**config.mk**
```make
export PLATFORM = sky130hd
export DESIGN_NAME = file_extent_map
export DESIGN_NICKNAME = d
export VERILOG_FILES = /design/src/rtl/fem_pkg.sv /design/src/rtl/fem_front.sv /design/src/rtl/fem_queue.sv /design/src/rtl/fem_back.sv /design/src/rtl/file_extent_map.sv
export SDC_FILE = /design/constraint.sdc
export NUM_CORES = 2
export LEC_CHECK = 0
export BUFFER_PORTS_ARGS = -buffer_cell sky130_fd_sc_hd__buf_4
export CAP_MARGIN = 5
export CORE_UTILIZATION = 40
export CTS_BUF_LIST = sky130_fd_sc_hd__clkbuf_4
export CTS_CLUSTER_DIAMETER = 100
export DETAILED_ROUTE_END_ITERATION = 16
export PLACE_DENSITY = 0.67
export SYNTH_ARGS = -nofsm -noshare
export SYNTH_HDL_FRONTEND = slang
export SYNTH_HIERARCHICAL = 1
export SYNTH_SLANG_ARGS = --single-unit
export TNS_END_PERCENT = 10
```
**constraint.sdc**
```tcl
create_clock -name clk_i -period 14.5 [get_ports clk_i]
set_clock_uncertainty 0.15 [all_clocks]
set_input_delay 2.9 -clock clk_i [delete_from_list [all_inputs] [get_ports clk_i]]
set_output_delay 2.9 -clock clk_i [all_outputs]
set_load 0.02 [all_outputs]
```
**src/rtl/fem_pkg.sv**
```systemverilog
// Shared types and constants for the file extent map.
package fem_pkg;

  localparam int BLK_W       = 32;
  localparam int SIZE_W      = 44;
  // Rounded block count of a 44-bit byte size; enough for blocks of 512 bytes or more.
  localparam int KEEP_W      = 36;
  localparam int EXT_CNT_W   = 4;
  localparam int QUEUE_DEPTH = 2;

  typedef enum logic [1:0] {
    CMD_LOOKUP   = 2'd0,
    CMD_APPEND   = 2'd1,
    CMD_TRUNCATE = 2'd2,
    CMD_CLEAR    = 2'd3
  } cmd_e;

  typedef enum logic [1:0] {
    ST_OK   = 2'd0,
    ST_FULL = 2'd1,
    ST_MISS = 2'd2
  } status_e;

  typedef enum logic [1:0] {
    F_IDLE,
    F_DIV,
    F_PUSH
  } front_state_e;

  typedef enum logic [1:0] {
    B_IDLE,
    B_LOOKUP,
    B_TRUNC
  } back_state_e;

  // Classified request as it travels through the queue.
  typedef struct packed {
    cmd_e              cmd;
    logic [BLK_W-1:0]  lblk;
    logic [BLK_W-1:0]  block_index;
    logic [KEEP_W-1:0] keep;
  } req_t;

  typedef struct packed {
    logic full;
    logic not_empty;
  } q_flags_t;

  typedef struct packed {
    logic                 valid;
    logic [BLK_W-1:0]     phys_block;
    logic                 found;
    status_e              status;
    logic [BLK_W-1:0]     freed_start;
    logic [BLK_W-1:0]     freed_count;
    logic [BLK_W-1:0]     blk_total;
    logic [EXT_CNT_W-1:0] extents_used;
    logic                 last;
  } result_t;

endpackage

```
**src/rtl/fem_front.sv**
```systemverilog
// Front end: takes requests, rounds truncate sizes to blocks, feeds the queue.
module fem_front #(
  parameter int BLOCK_BYTES = 4096
) (
  input  logic                            clk_i,
  input  logic                            rst_ni,
  input  logic                            start_i,
  input  logic [1:0]                      cmd_i,
  input  logic [fem_pkg::BLK_W-1:0]       logical_block_i,
  input  logic [fem_pkg::BLK_W-1:0]       block_index_i,
  input  logic [fem_pkg::SIZE_W-1:0]      new_size_i,
  input  fem_pkg::q_flags_t               q_flags_i,
  output logic                            busy_o,
  output logic                            push_o,
  output fem_pkg::req_t                   req_o
);

  localparam int DIVW  = fem_pkg::SIZE_W + 1;
  localparam int FLOG2 = $clog2(BLOCK_BYTES + 1) - 1;
  localparam int DIG   = 4;
  localparam int NDIG  = (DIVW - FLOG2 + DIG - 1) / DIG;
  localparam int QW    = NDIG * DIG;
  localparam int PREW  = DIVW - QW;
  localparam int RW    = FLOG2 + 1;
  localparam int SW    = RW + DIG;
  localparam int CNTW  = $clog2(NDIG);
  localparam bit Pow2  = (BLOCK_BYTES & (BLOCK_BYTES - 1)) == 0;
  localparam logic [DIVW-1:0] BbMinus1 = DIVW'(BLOCK_BYTES - 1);

  fem_pkg::front_state_e state_q, state_d;
  logic [RW-1:0]   rem_q, rem_d;
  logic [QW-1:0]   sh_q, sh_d;
  logic [CNTW-1:0] cnt_q, cnt_d;
  fem_pkg::req_t   hold_q, hold_d;

  logic [DIVW-1:0] dividend;
  logic [SW-1:0]   rem_sh;
  logic [DIG-1:0]  digit;
  logic [SW-1:0]   digit_sub;
  logic            accept;
  fem_pkg::cmd_e   cmd_in;

  assign dividend = {1'b0, new_size_i} + BbMinus1;
  assign rem_sh   = {rem_q, sh_q[QW-1 -: DIG]};
  assign cmd_in   = fem_pkg::cmd_e'(cmd_i);
  assign accept   = start_i && !busy_o;

  // quotient digit: how many block sizes fit in the shifted remainder
  always_comb begin
    digit     = '0;
    digit_sub = '0;
    for (int k = 1; k < (1 << DIG); k++) begin
      if (rem_sh >= SW'(k * BLOCK_BYTES)) begin
        digit     = DIG'(k);
        digit_sub = SW'(k * BLOCK_BYTES);
      end
    end
  end

  always_comb begin
    state_d = state_q;
    rem_d   = rem_q;
    sh_d    = sh_q;
    cnt_d   = cnt_q;
    hold_d  = hold_q;
    busy_o  = (state_q != fem_pkg::F_IDLE) || q_flags_i.full;
    push_o  = 1'b0;
    req_o   = hold_q;
    req_o.keep = fem_pkg::KEEP_W'(sh_q);
    unique case (state_q)
      fem_pkg::F_IDLE: begin
        if (accept) begin
          hold_d.cmd         = cmd_in;
          hold_d.lblk        = logical_block_i;
          hold_d.block_index = block_index_i;
          hold_d.keep        = fem_pkg::KEEP_W'(dividend >> FLOG2);
          if (cmd_in == fem_pkg::CMD_TRUNCATE && !Pow2) begin
            // radix-16 long division, top bits preloaded as they are below the divisor
            rem_d   = RW'(dividend[DIVW-1 -: PREW]);
            sh_d    = dividend[QW-1:0];
            cnt_d   = CNTW'(NDIG - 1);
            state_d = fem_pkg::F_DIV;
          end else begin
            push_o = 1'b1;
            req_o  = hold_d;
          end
        end
      end
      fem_pkg::F_DIV: begin
        rem_d = RW'(rem_sh - digit_sub);
        sh_d  = {sh_q[QW-DIG-1:0], digit};
        cnt_d = cnt_q - 1'b1;
        if (cnt_q == '0) begin
          state_d = fem_pkg::F_PUSH;
        end
      end
      fem_pkg::F_PUSH: begin
        if (!q_flags_i.full) begin
          push_o  = 1'b1;
          state_d = fem_pkg::F_IDLE;
        end
      end
      default: begin
        state_d = fem_pkg::F_IDLE;
      end
    endcase
  end

  always_ff @(posedge clk_i or negedge rst_ni) begin
    if (!rst_ni) begin
      state_q <= fem_pkg::F_IDLE;
    end else begin
      state_q <= state_d;
    end
  end

  always_ff @(posedge clk_i) begin
    rem_q  <= rem_d;
    sh_q   <= sh_d;
    cnt_q  <= cnt_d;
    hold_q <= hold_d;
  end

endmodule

```
**src/rtl/fem_queue.sv**
```systemverilog
// Short request queue between front and back end.
module fem_queue (
  input  logic              clk_i,
  input  logic              rst_ni,
  input  logic              push_i,
  input  fem_pkg::req_t     req_i,
  input  logic              pop_i,
  output fem_pkg::req_t     head_o,
  output fem_pkg::q_flags_t flags_o
);

  localparam int Depth = fem_pkg::QUEUE_DEPTH;
  localparam int PW    = (Depth > 1) ? $clog2(Depth) : 1;
  localparam int CW    = $clog2(Depth + 1);

  fem_pkg::req_t   mem_q [Depth];
  logic [PW-1:0]   wr_q, wr_d;
  logic [PW-1:0]   rd_q, rd_d;
  logic [CW-1:0]   cnt_q, cnt_d;

  assign head_o            = mem_q[rd_q];
  assign flags_o.full      = cnt_q == CW'(Depth);
  assign flags_o.not_empty = cnt_q != '0;

  always_comb begin
    wr_d  = wr_q;
    rd_d  = rd_q;
    cnt_d = cnt_q;
    if (push_i) begin
      wr_d = (wr_q == PW'(Depth - 1)) ? '0 : wr_q + 1'b1;
    end
    if (pop_i) begin
      rd_d = (rd_q == PW'(Depth - 1)) ? '0 : rd_q + 1'b1;
    end
    if (push_i && !pop_i) begin
      cnt_d = cnt_q + 1'b1;
    end else if (pop_i && !push_i) begin
      cnt_d = cnt_q - 1'b1;
    end
  end

  always_ff @(posedge clk_i or negedge rst_ni) begin
    if (!rst_ni) begin
      wr_q  <= '0;
      rd_q  <= '0;
      cnt_q <= '0;
    end else begin
      wr_q  <= wr_d;
      rd_q  <= rd_d;
      cnt_q <= cnt_d;
    end
  end

  always_ff @(posedge clk_i) begin
    if (push_i) begin
      mem_q[wr_q] <= req_i;
    end
  end

endmodule

```
**src/rtl/fem_back.sv**
```systemverilog
// Back end: holds the extent table and walks it for each queued request.
module fem_back #(
  parameter int MAX_EXTENTS = 8
) (
  input  logic              clk_i,
  input  logic              rst_ni,
  input  fem_pkg::q_flags_t q_flags_i,
  input  fem_pkg::req_t     head_i,
  output logic              pop_o,
  output fem_pkg::result_t  res_o
);

  localparam int IW = (MAX_EXTENTS > 1) ? $clog2(MAX_EXTENTS) : 1;
  localparam int NW = $clog2(MAX_EXTENTS + 1);
  localparam int TW = fem_pkg::BLK_W + $clog2(MAX_EXTENTS);
  localparam int CW = ((TW > fem_pkg::KEEP_W) ? TW : fem_pkg::KEEP_W) + 1;
  localparam logic [NW-1:0] NMax = NW'(MAX_EXTENTS);

  typedef logic [fem_pkg::BLK_W-1:0] blk_t;

  fem_pkg::back_state_e state_q, state_d;
  blk_t             start_q [MAX_EXTENTS];
  blk_t             len_q   [MAX_EXTENTS];
  logic [NW-1:0]    n_q, n_d;
  logic [TW-1:0]    total_q, total_d;
  fem_pkg::req_t    cur_q, cur_d;
  logic [IW-1:0]    i_q, i_d;
  logic [TW-1:0]    pos_q, pos_d;
  logic [NW-1:0]    nold_q, nold_d;
  logic             cut_q, cut_d;
  fem_pkg::result_t res_q, res_d;

  logic [IW-1:0] last_idx, rd_idx, wr_idx;
  blk_t          rd_start, rd_len, wr_start, wr_len, kn;
  logic          wr_en, contig;
  logic [TW-1:0] end_pos;
  logic [CW-1:0] keep_c, pos_c, end_c;

  assign last_idx = IW'(n_q - 1'b1);
  assign rd_idx   = (state_q == fem_pkg::B_IDLE) ? last_idx : i_q;
  assign rd_start = start_q[rd_idx];
  assign rd_len   = len_q[rd_idx];
  assign end_pos  = pos_q + TW'(rd_len);
  assign keep_c   = CW'(cur_q.keep);
  assign pos_c    = CW'(pos_q);
  assign end_c    = CW'(end_pos);
  assign kn       = cur_q.keep[fem_pkg::BLK_W-1:0] - pos_q[fem_pkg::BLK_W-1:0];
  // a run of all-ones length is never grown
  assign contig   = (n_q != '0) && (rd_len != '1) &&
                    (({1'b0, rd_start} + {1'b0, rd_len}) == {1'b0, head_i.block_index});
  assign res_o    = res_q;

  always_comb begin
    state_d  = state_q;
    n_d      = n_q;
    total_d  = total_q;
    cur_d    = cur_q;
    i_d      = i_q;
    pos_d    = pos_q;
    nold_d   = nold_q;
    cut_d    = cut_q;
    pop_o    = 1'b0;
    wr_en    = 1'b0;
    wr_idx   = i_q;
    wr_start = rd_start;
    wr_len   = rd_len;
    res_d    = '0;
    unique case (state_q)
      fem_pkg::B_IDLE: begin
        if (q_flags_i.not_empty) begin
          pop_o      = 1'b1;
          cur_d      = head_i;
          res_d.valid = 1'b1;
          res_d.last  = 1'b1;
          unique case (head_i.cmd)
            fem_pkg::CMD_LOOKUP: begin
              if (n_q == '0) begin
                res_d.status = fem_pkg::ST_MISS;
              end else begin
                res_d.valid = 1'b0;
                i_d         = '0;
                pos_d       = '0;
                state_d     = fem_pkg::B_LOOKUP;
              end
            end
            fem_pkg::CMD_APPEND: begin
              if (contig) begin
                wr_en   = 1'b1;
                wr_idx  = last_idx;
                wr_len  = rd_len + 1'b1;
                total_d = total_q + 1'b1;
              end else if (n_q < NMax) begin
                wr_en    = 1'b1;
                wr_idx   = IW'(n_q);
                wr_start = head_i.block_index;
                wr_len   = blk_t'(1);
                n_d      = n_q + 1'b1;
                total_d  = total_q + 1'b1;
              end else begin
                res_d.status = fem_pkg::ST_FULL;
              end
            end
            fem_pkg::CMD_CLEAR: begin
              n_d     = '0;
              total_d = '0;
            end
            fem_pkg::CMD_TRUNCATE: begin
              // nothing beyond the new size: one empty result
              if (CW'(head_i.keep) < CW'(total_q)) begin
                res_d.valid = 1'b0;
                i_d         = '0;
                pos_d       = '0;
                nold_d      = n_q;
                cut_d       = 1'b0;
                total_d     = TW'(head_i.keep);
                state_d     = fem_pkg::B_TRUNC;
              end
            end
            default: begin
              res_d.valid = 1'b0;
            end
          endcase
        end
      end
      fem_pkg::B_LOOKUP: begin
        if (CW'(cur_q.lblk) < end_c) begin
          res_d.valid      = 1'b1;
          res_d.last       = 1'b1;
          res_d.found      = 1'b1;
          res_d.phys_block = rd_start +
                             (cur_q.lblk - pos_q[fem_pkg::BLK_W-1:0]);
          state_d          = fem_pkg::B_IDLE;
        end else if (NW'(i_q) == n_q - 1'b1) begin
          res_d.valid  = 1'b1;
          res_d.last   = 1'b1;
          res_d.status = fem_pkg::ST_MISS;
          state_d      = fem_pkg::B_IDLE;
        end else begin
          i_d   = i_q + 1'b1;
          pos_d = end_pos;
        end
      end
      fem_pkg::B_TRUNC: begin
        // kept runs form a prefix, freed runs the suffix, so the table stays packed
        if (keep_c <= pos_c) begin
          res_d.valid       = 1'b1;
          res_d.freed_start = rd_start;
          res_d.freed_count = rd_len;
          if (!cut_q) begin
            n_d = NW'(i_q);
          end
          cut_d = 1'b1;
        end else if (end_c > keep_c) begin
          wr_en             = 1'b1;
          wr_len            = kn;
          res_d.valid       = 1'b1;
          res_d.freed_start = rd_start + kn;
          res_d.freed_count = rd_len - kn;
          n_d               = NW'(i_q) + 1'b1;
          cut_d             = 1'b1;
        end
        pos_d = end_pos;
        i_d   = i_q + 1'b1;
        if (NW'(i_q) == nold_q - 1'b1) begin
          res_d.last = 1'b1;
          state_d    = fem_pkg::B_IDLE;
        end
      end
      default: begin
        state_d = fem_pkg::B_IDLE;
      end
    endcase
    res_d.blk_total    = total_d[fem_pkg::BLK_W-1:0];
    res_d.extents_used = fem_pkg::EXT_CNT_W'(n_d);
  end

  always_ff @(posedge clk_i or negedge rst_ni) begin
    if (!rst_ni) begin
      state_q     <= fem_pkg::B_IDLE;
      n_q         <= '0;
      total_q     <= '0;
      res_q.valid <= 1'b0;
    end else begin
      state_q <= state_d;
      n_q     <= n_d;
      total_q <= total_d;
      res_q   <= res_d;
    end
  end

  always_ff @(posedge clk_i) begin
    cur_q  <= cur_d;
    i_q    <= i_d;
    pos_q  <= pos_d;
    nold_q <= nold_d;
    cut_q  <= cut_d;
    if (wr_en) begin
      start_q[wr_idx] <= wr_start;
      len_q[wr_idx]   <= wr_len;
    end
  end

endmodule

```
**src/rtl/file_extent_map.sv**
```systemverilog
// Top level of the file extent map: front end, request queue and back end.
//
// Requests: a request is taken at a rising edge with start high and busy low.
// cmd_i selects lookup, append, truncate or clear; the other fields are read
// only by the command that needs them.
// Results: each result shows on the result ports for one cycle with
// result_valid_o high; last_o marks the final result of a request. The
// receiver cannot hold results off, and none is needed: the back end emits
// at most one result per cycle.
// Flow: append and clear pass through the queue and the back end's result
// register. A lookup walks the extents in order until one holds the block
// or none is left (up to MAX_EXTENTS). A truncate that cuts below the total
// walks every extent in use, one per cycle, freed runs leaving back to back.
// With a power-of-two BLOCK_BYTES the size rounds by a shift; otherwise the
// front end divides a truncate size four quotient bits a cycle, then queues
// it once the queue has room. The front end takes a new request while the
// back end works, unless it is dividing or the two-entry queue is full.
// Reset: the extent table is empty, the queue is empty and no result is
// pending; the table storage itself is not cleared, only its count.
module file_extent_map #(
  parameter int MAX_EXTENTS = 8,
  parameter int BLOCK_BYTES = 4096
) (
  input  logic                              clk_i,
  input  logic                              rst_ni,
  input  logic                              start,
  input  logic [1:0]                        cmd_i,
  input  logic [fem_pkg::BLK_W-1:0]         logical_block_i,
  input  logic [fem_pkg::BLK_W-1:0]         block_index_i,
  input  logic [fem_pkg::SIZE_W-1:0]        new_size_i,
  output logic                              busy,
  output logic                              result_valid_o,
  output logic [fem_pkg::BLK_W-1:0]         phys_block_o,
  output logic                              found_o,
  output logic [1:0]                        status_o,
  output logic [fem_pkg::BLK_W-1:0]         freed_start_o,
  output logic [fem_pkg::BLK_W-1:0]         freed_count_o,
  output logic [fem_pkg::BLK_W-1:0]         total_blocks_o,
  output logic [fem_pkg::EXT_CNT_W-1:0]     extents_used_o,
  output logic                              last_o
);

  fem_pkg::q_flags_t q_flags;
  fem_pkg::req_t     push_req;
  fem_pkg::req_t     head_req;
  fem_pkg::result_t  res;
  logic              push;
  logic              pop;

  // classify and round, one request at a time
  fem_front #(
    .BLOCK_BYTES (BLOCK_BYTES)
  ) u_front (
    .clk_i           (clk_i),
    .rst_ni          (rst_ni),
    .start_i         (start),
    .cmd_i           (cmd_i),
    .logical_block_i (logical_block_i),
    .block_index_i   (block_index_i),
    .new_size_i      (new_size_i),
    .q_flags_i       (q_flags),
    .busy_o          (busy),
    .push_o          (push),
    .req_o           (push_req)
  );

  // decouples the divider from the extent walk
  fem_queue u_queue (
    .clk_i   (clk_i),
    .rst_ni  (rst_ni),
    .push_i  (push),
    .req_i   (push_req),
    .pop_i   (pop),
    .head_o  (head_req),
    .flags_o (q_flags)
  );

  // owns the extent table; results leave from its output register
  fem_back #(
    .MAX_EXTENTS (MAX_EXTENTS)
  ) u_back (
    .clk_i     (clk_i),
    .rst_ni    (rst_ni),
    .q_flags_i (q_flags),
    .head_i    (head_req),
    .pop_o     (pop),
    .res_o     (res)
  );

  assign result_valid_o = res.valid;
  assign phys_block_o   = res.phys_block;
  assign found_o        = res.found;
  assign status_o       = res.status;
  assign freed_start_o  = res.freed_start;
  assign freed_count_o  = res.freed_count;
  assign total_blocks_o = res.blk_total;
  assign extents_used_o = res.extents_used;
  assign last_o         = res.last;

endmodule

```
### Yosys cells after proc, flatten, opt, wreduce, memory -nomap -nowiden

Memories as Yosys holds them, arrays and structs flattened.
Cells that the tools add are included.

| operators by class | value |
|---|---|
| $add $sub $neg | 21 |
| order comparisons | 20 |
| equal/unequal tests | 27 |
| mux-type cells | 135 |
| bitwise operators | 1 |
| reduce and logical (&&, ||, !) cells | 33 |

Operator list:

| cell | count |
|---|---|
| 2-to-1 mux 32 bit | 13 |
| 2-to-1 mux 35 bit | 8 |
| one-hot mux 35 bit (3 select lines) | 2 |
| 2-to-1 mux 102 bit | 2 |
| 2-to-1 mux 13 bit | 15 |
| greater-or-equal comparator 17 x 16 -> 1 bit (second input constant) | 8 |
| 2-to-1 mux 64 bit | 2 |
| subtractor 32 bit | 3 |
| one-hot mux 35 bit (2 select lines) | 1 |
| greater-or-equal comparator 17 x 15 -> 1 bit (second input constant) | 4 |
| adder 32 bit | 2 |
| one-hot mux 32 bit (2 select lines) | 1 |
| 2-to-1 mux 4 bit | 12 |
| adder 44 x 12 -> 45 bit (second input constant) | 1 |
| 2-to-1 mux 3 bit | 15 |
| > comparator 35 x 36 -> 1 bit | 1 |
| less-or-equal comparator 36 x 35 -> 1 bit | 1 |
| < comparator 36 x 35 -> 1 bit | 1 |
| adder 35 x 1 -> 35 bit (second input constant) | 1 |
| adder 35 x 32 -> 35 bit | 1 |
| < comparator 32 x 35 -> 1 bit | 1 |
| greater-or-equal comparator 17 x 14 -> 1 bit (second input constant) | 2 |
| 2-to-1 mux 2 bit | 17 |
| adder 32 x 32 -> 33 bit | 1 |
| other kinds (46) | 122 |

| word-level totals | value |
|---|---|
| bits in registers | 414 |
| bits in writable memories | 716 |
| input port bits | 113 |
| word-level logic and storage cells | 273 |
| memories kept | 3 |

Memory list:

| memory | depth | bits a word | rd ports | clocked after Yosys merged registers in | wr ports | line | RTL |
|---|---|---|---|---|---|---|---|
| u_back.len_q | 8 | 32 | 1 | 0 | 1 | fem_back.sv:23 | `blk_t len_q [MAX_EXTENTS];` |
| u_back.start_q | 8 | 32 | 1 | 0 | 1 | fem_back.sv:22 | `blk_t start_q [MAX_EXTENTS];` |
| u_queue.mem_q | 2 | 102 | 1 | 0 | 1 | fem_queue.sv:16 | `fem_pkg::req_t mem_q [Depth];` |

### Depth between registers and ports, before layout

| logic depth | value |
|---|---|
| depth after elaboration | 17 |
| depth in mapped cells | 41 |
| gate-level depth less buffers | 34 |

### By module

Netlist, hierarchy kept.

By module, submodules not included:

| module | times used | cells an instance | area an instance (um2) |
|---|---|---|---|
| fem_back | 1 | 4286 | 47998.5 |
| fem_queue | 1 | 333 | 7564.8 |
| fem_front | 1 | 461 | 3928.8 |

### Worst setup path after synthesis

Ideal clock, no wire load.

| path | value |
|---|---|
| path kind | register to register |
| from | register u_back.n_q[0] |
| to | memory u_back/len_q[4][0] (netlist bit) (enable) |
| library setup time | 0.578 ns |
| arrival time | 12.273 ns |
| data required time | 13.772 ns |
| setup slack | 1.499 ns |
| cell stages (with the launch flop) | 39 |
| path buffers | 7 |
| clock period less this slack | 13.001 ns |
| cells stage by stage | dfrtp_1 > buf_2 > inv_4 > buf_2 > buf_2 > ha_1 > nor2b_1 > nor2_1 > a21o_1 > buf_2 > buf_2 > buf_1 > clkbuf_1 > mux2i_1 > inv_1 > ha_1 > o21a_1 > o21a_1 > [... 3 more ...] > o41ai_1 > a21oi_1 > or2_2 > a21o_1 > a21oi_1 > xnor2_1 > ha_1 > a21o_1 > a21o_1 > a21oi_1 > nor2_1 > a2111oi_0 > o31a_1 > o2bb2ai_1 > nand3_1 > o311ai_0 > o211ai_1 > nor3b_1 |

| between the ends | value |
|---|---|
| elaborated cells on any way between the ends | 27 |
| those cells by class | add/sub (3); order compare (2); eq/ne (2); mux (15); reduce/logical (3); memory (2) |

RTL lines:

| what | line | RTL |
|---|---|---|
| start, declared | fem_back.sv:24 | `logic [NW-1:0] n_q, n_d;` |
| start signal, assigned | fem_back.sv:185 | `n_q <= n_d;` |
| subtractor 4 x 1 -> 4 bit | - |  |
| 2-to-1 mux 3 bit | fem_back.sv:40 | `assign rd_idx = (state_q == fem_pkg::B_IDLE) ? last_idx : i_q;` |
| memory read (8 x 32 bit) | - |  |
| adder 35 x 32 -> 35 bit | fem_back.sv:43 | `assign end_pos = pos_q + TW'(rd_len);` |
| via u_back.end_pos[28] | fem_back.sv:36 | `logic [TW-1:0] end_pos;` |
| > comparator 35 x 36 -> 1 bit | fem_back.sv:153 | `end else if (end_c > keep_c) begin` |
| 2-to-1 mux 1 bit | fem_back.sv:153 |  |
| 2-to-1 mux 1 bit | fem_back.sv:145 | `if (keep_c <= pos_c) begin` |
| one-hot mux 1 bit (2 select lines) | fem_back.sv:68 | `unique case (state_q)` |
| 2-to-1 mux 1 bit | fem_back.sv:197 | `if (wr_en) begin` |
| 2-to-1 mux 1 bit (implied by the code) | fem_back.sv:199 | `len_q[wr_idx] <= wr_len;` |
| end, declared | fem_back.sv:23 |  |

The timed path passes the listed nets, and every way through them passes these cells.

### Worst setup path in the final report

| path | value |
|---|---|
| from | register u_back.state_q[0] |
| to | memory u_back/len_q[4][16] (netlist bit) (enable) |

| between the ends | value |
|---|---|
| elaborated cells on any way between the ends | 24 |
| those cells by class | add/sub (2); order compare (1); eq/ne (3); mux (13); reduce/logical (3); memory (2) |

RTL lines:

| what | line | RTL |
|---|---|---|
| start, declared | fem_back.sv:21 | `fem_pkg::back_state_e state_q, state_d;` |
| start signal, assigned | fem_back.sv:179 | `state_q <= fem_pkg::B_IDLE;` |
| start signal, assigned | fem_back.sv:184 | `state_q <= state_d;` |
| zero test 2 bit | fem_back.sv:40 |  |
| 2-to-1 mux 3 bit | fem_back.sv:40 |  |
| memory read (8 x 32 bit) | - |  |
| adder 35 x 32 -> 35 bit | fem_back.sv:43 |  |
| via u_back.end_pos[28] | fem_back.sv:36 |  |
| > comparator 35 x 36 -> 1 bit | fem_back.sv:153 |  |
| 2-to-1 mux 1 bit | fem_back.sv:153 |  |
| 2-to-1 mux 1 bit | fem_back.sv:145 |  |
| one-hot mux 1 bit (2 select lines) | fem_back.sv:68 |  |
| 2-to-1 mux 1 bit | fem_back.sv:197 |  |
| 2-to-1 mux 1 bit (implied by the code) | fem_back.sv:199 |  |

The timed path passes the listed nets, and every way through them passes these cells.

==> results.cfg <==
[drt]
finalWirelength_um = 198000
dr_total_vias = 45100
ant_nets = 0
vias_per_cell = 5.93
remaining_drc_errors = 0
dr.pass1.iters = 6
drt-initial-drc-count = 5531
avgRoutedWirePerCell_um = 26.0

[yosys]
synthTopCellsByArea = edfxtp_1, ha_1, mux4_2
synth-main-ff-cell = edfxtp_1
synth_most_common_cell = edfxtp_1
ys_warn_count = 6
synthArstFlopShare = 0.0428
synth_edf_count = 1029
syn-cell-area_sq_um = 59500
yosys.area.top_type_share = 0.519
syn_inst = 5080
synthTopCellsByCount = edfxtp_1, nand2_1, nor2_1
ys_seq_area_frac = 0.539
yosysTopAreaCell = edfxtp_1
synth_cell_types = 108
synth_area_per_cell_sq_um = 11.7
synth-seq-cells = 1075

[timing]
setup_viol = 0
tightestPinTransition_ns = 1.17
slew_headroom = 0.218
max_freq_mhz = 84.7
fin_tns_setup_ns = 0
rsz0062_at_grt = no
period_needed_ns = 11.80
hold_viol = 0
fin_crit_sh = 0.814
drv_slew = 0
setup_ws_ns = 2.70

[cts]
cts.htree.levels = 5
cts_buffer_depth = 4
cts_resized = 0
path_clk_slew_ns = 0.07
cts_hold_buffers = 0
cts_tree = done
cts-buffers-inserted = 299
ctsRootBufferMaster = clkbuf_4
cts_sinks = 1075
post-cts-setup-buffer-count = 0
clk_latency_ns = 1.29

[critical_path]
crit_type = reg -> reg
worst_ep_arrival_time_ns = 12.45
ff2ff_setup_slack_ns = 2.70
path_common_cell = buf_4
start_kind = register
crit_path_end_kind = register
worstPathRequired_ns = 15.14
worst_path_max_delay_cell = nor3b_2
worst_path_largest_cell_delay_ns = 0.73
crit_fanout = 60

[placement]
pre_cts_ws_ns = 2.96
io_buffers = 250
dp_hpwl_um = 145000
gp_congestion = 1.03

[floorplan]
initial_core_util = 0.403
die-area_sq_um = 150000
die_y_um = 388
dieWidth_um = 388
io_pins = 251
core_sq_um = 148000
num_rows = 141

[global_route]
overflow = 0
grt_max_degree = 89
grt_pass1_wl_um = 286000
antenna_found_initial = 14
grt_pass1_vias = 43300
grt_use_total = 0.258

[outcome]
status = complete, no violations

[hold_path]
hold_path_class = reg -> reg

[cells_and_area]
layout-drive-gt1-share = 0.184
finalNetCount = 5946
area_growth_pct = 12.7

[job]
cap_violations = 0
critical path: cells and delay by family (launching register included):
kind / cells / cell delay, ns
buffers and inverters: 6 / 2.25
AOI/OAI and AO/OA: 15 / 4.10
xor gates and xnor gates: 1 / 0.19
and+or+nand+nor: 8 / 2.46
DFF: 1 / 0.40
muxes: 2 / 0.84
adders and majority gates: 3 / 0.92
cell families (layout without fill, tap and decap cells):
kind of cell	after synthesis	after routing	synth area share
mux	253	253	0.0636
other cells	1	14	0.0000630
fa+ha+maj	339	339	0.0758
flops	1075	1075	0.539
buf+inv	532	1126	0.0378
simple gates	1409	1409	0.113
compound gates	1258	1258	0.140
xor+xnor	213	213	0.0315
worst paths after layout:
path | start | depth (start not counted) | endpoint
min in group asynchronous | rst_ni | 1 | u_queue/cnt_q[1]
min | u_queue/mem_q[0][86] | 1 | u_back/cur_q[86]
max | u_back/state_q[0] | 35 | u_back/len_q[4][16]
max reg2reg | u_back/state_q[0] | 35 | u_back/len_q[4][16]
max in group asynchronous | rst_ni | 2 | u_back/n_q[0]
min reg2reg | u_queue/mem_q[0][86] | 1 | u_back/cur_q[86]
state kept, by name, summed over array words and instances (netlist names):
signal	cells
u_back/cur_q	68
u_back/cut_q	1
u_back/i_q	3
u_back/len_q	256
u_back/n_q	4
u_back/nold_q	4
u_back/pos_q	35
u_back/res_o	137
u_back/start_q	256
u_back/state_q	2
u_back/total_q	35
u_front/hold_q	66
u_queue/cnt_q	2
u_queue/mem_q	204
u_queue/rd_q	1
u_queue/wr_q	1
per-stage QoR:
stage,area [sq um],util,cells,hold WS [ns]
6_report,67100,0.454,7617,0.308
3_5_place_dp,63600,0.431,7124,0.322
5_1_grt,67000,0.454,7611,0.324
4_1_cts,67000,0.454,7606,0.315
3_3_place_gp,63600,0.431,7124,0.315
2_1_floorplan,59500,-,5082,0.297
layout make-up:
cell class	instances	area, sq um
fillers	13400	80600
clock inverters	80	427
clock buffers	402	3020
multi-input cells	3475	25400
well taps	1930	2410
diodes	11	27.5
inverters	306	1160
flip-flops and latches	1075	32100
repair buffers	338	2610
per-layer routing:
metal,GRT usage,wire length [um],vias up
met2,0.380,86600,2322
li1,-,-,20300
met5,0,53,-
met3,0.0668,19800,374
met4,0.102,7160,8
met1,0.362,84400,22100
cells in the final DEF, fill, tap and decap left out, types with 27 or more instances in the layout:
cell type,n
edfxtp_1,1029
xor2_1,81
mux2i_1,55
nand4_1,80
fa_1,36
a21o_1,104
mux4_2,83
a31oi_1,68
nor4_1,28
nand2_1,445
xnor2_1,131
inv_1,298
buf_4,332
nor2_1,340
dfrtp_1,45
a21oi_1,304
o41ai_1,27
o21a_1,35
a22oi_1,27
a211oi_1,49
o21ai_0,217
o211ai_1,45
o21ai_1,27
nand3_1,135
o211a_1,30
clkbuf_4,402
nor2b_1,47
ha_1,301
mux2_2,106
nor3_1,91
o22ai_1,92
nand2b_1,60
and3_1,36
clkinv_1,58
Power is not shown: default switching activity piles up to over one toggle a cycle in this logic, so the estimate is an artifact.
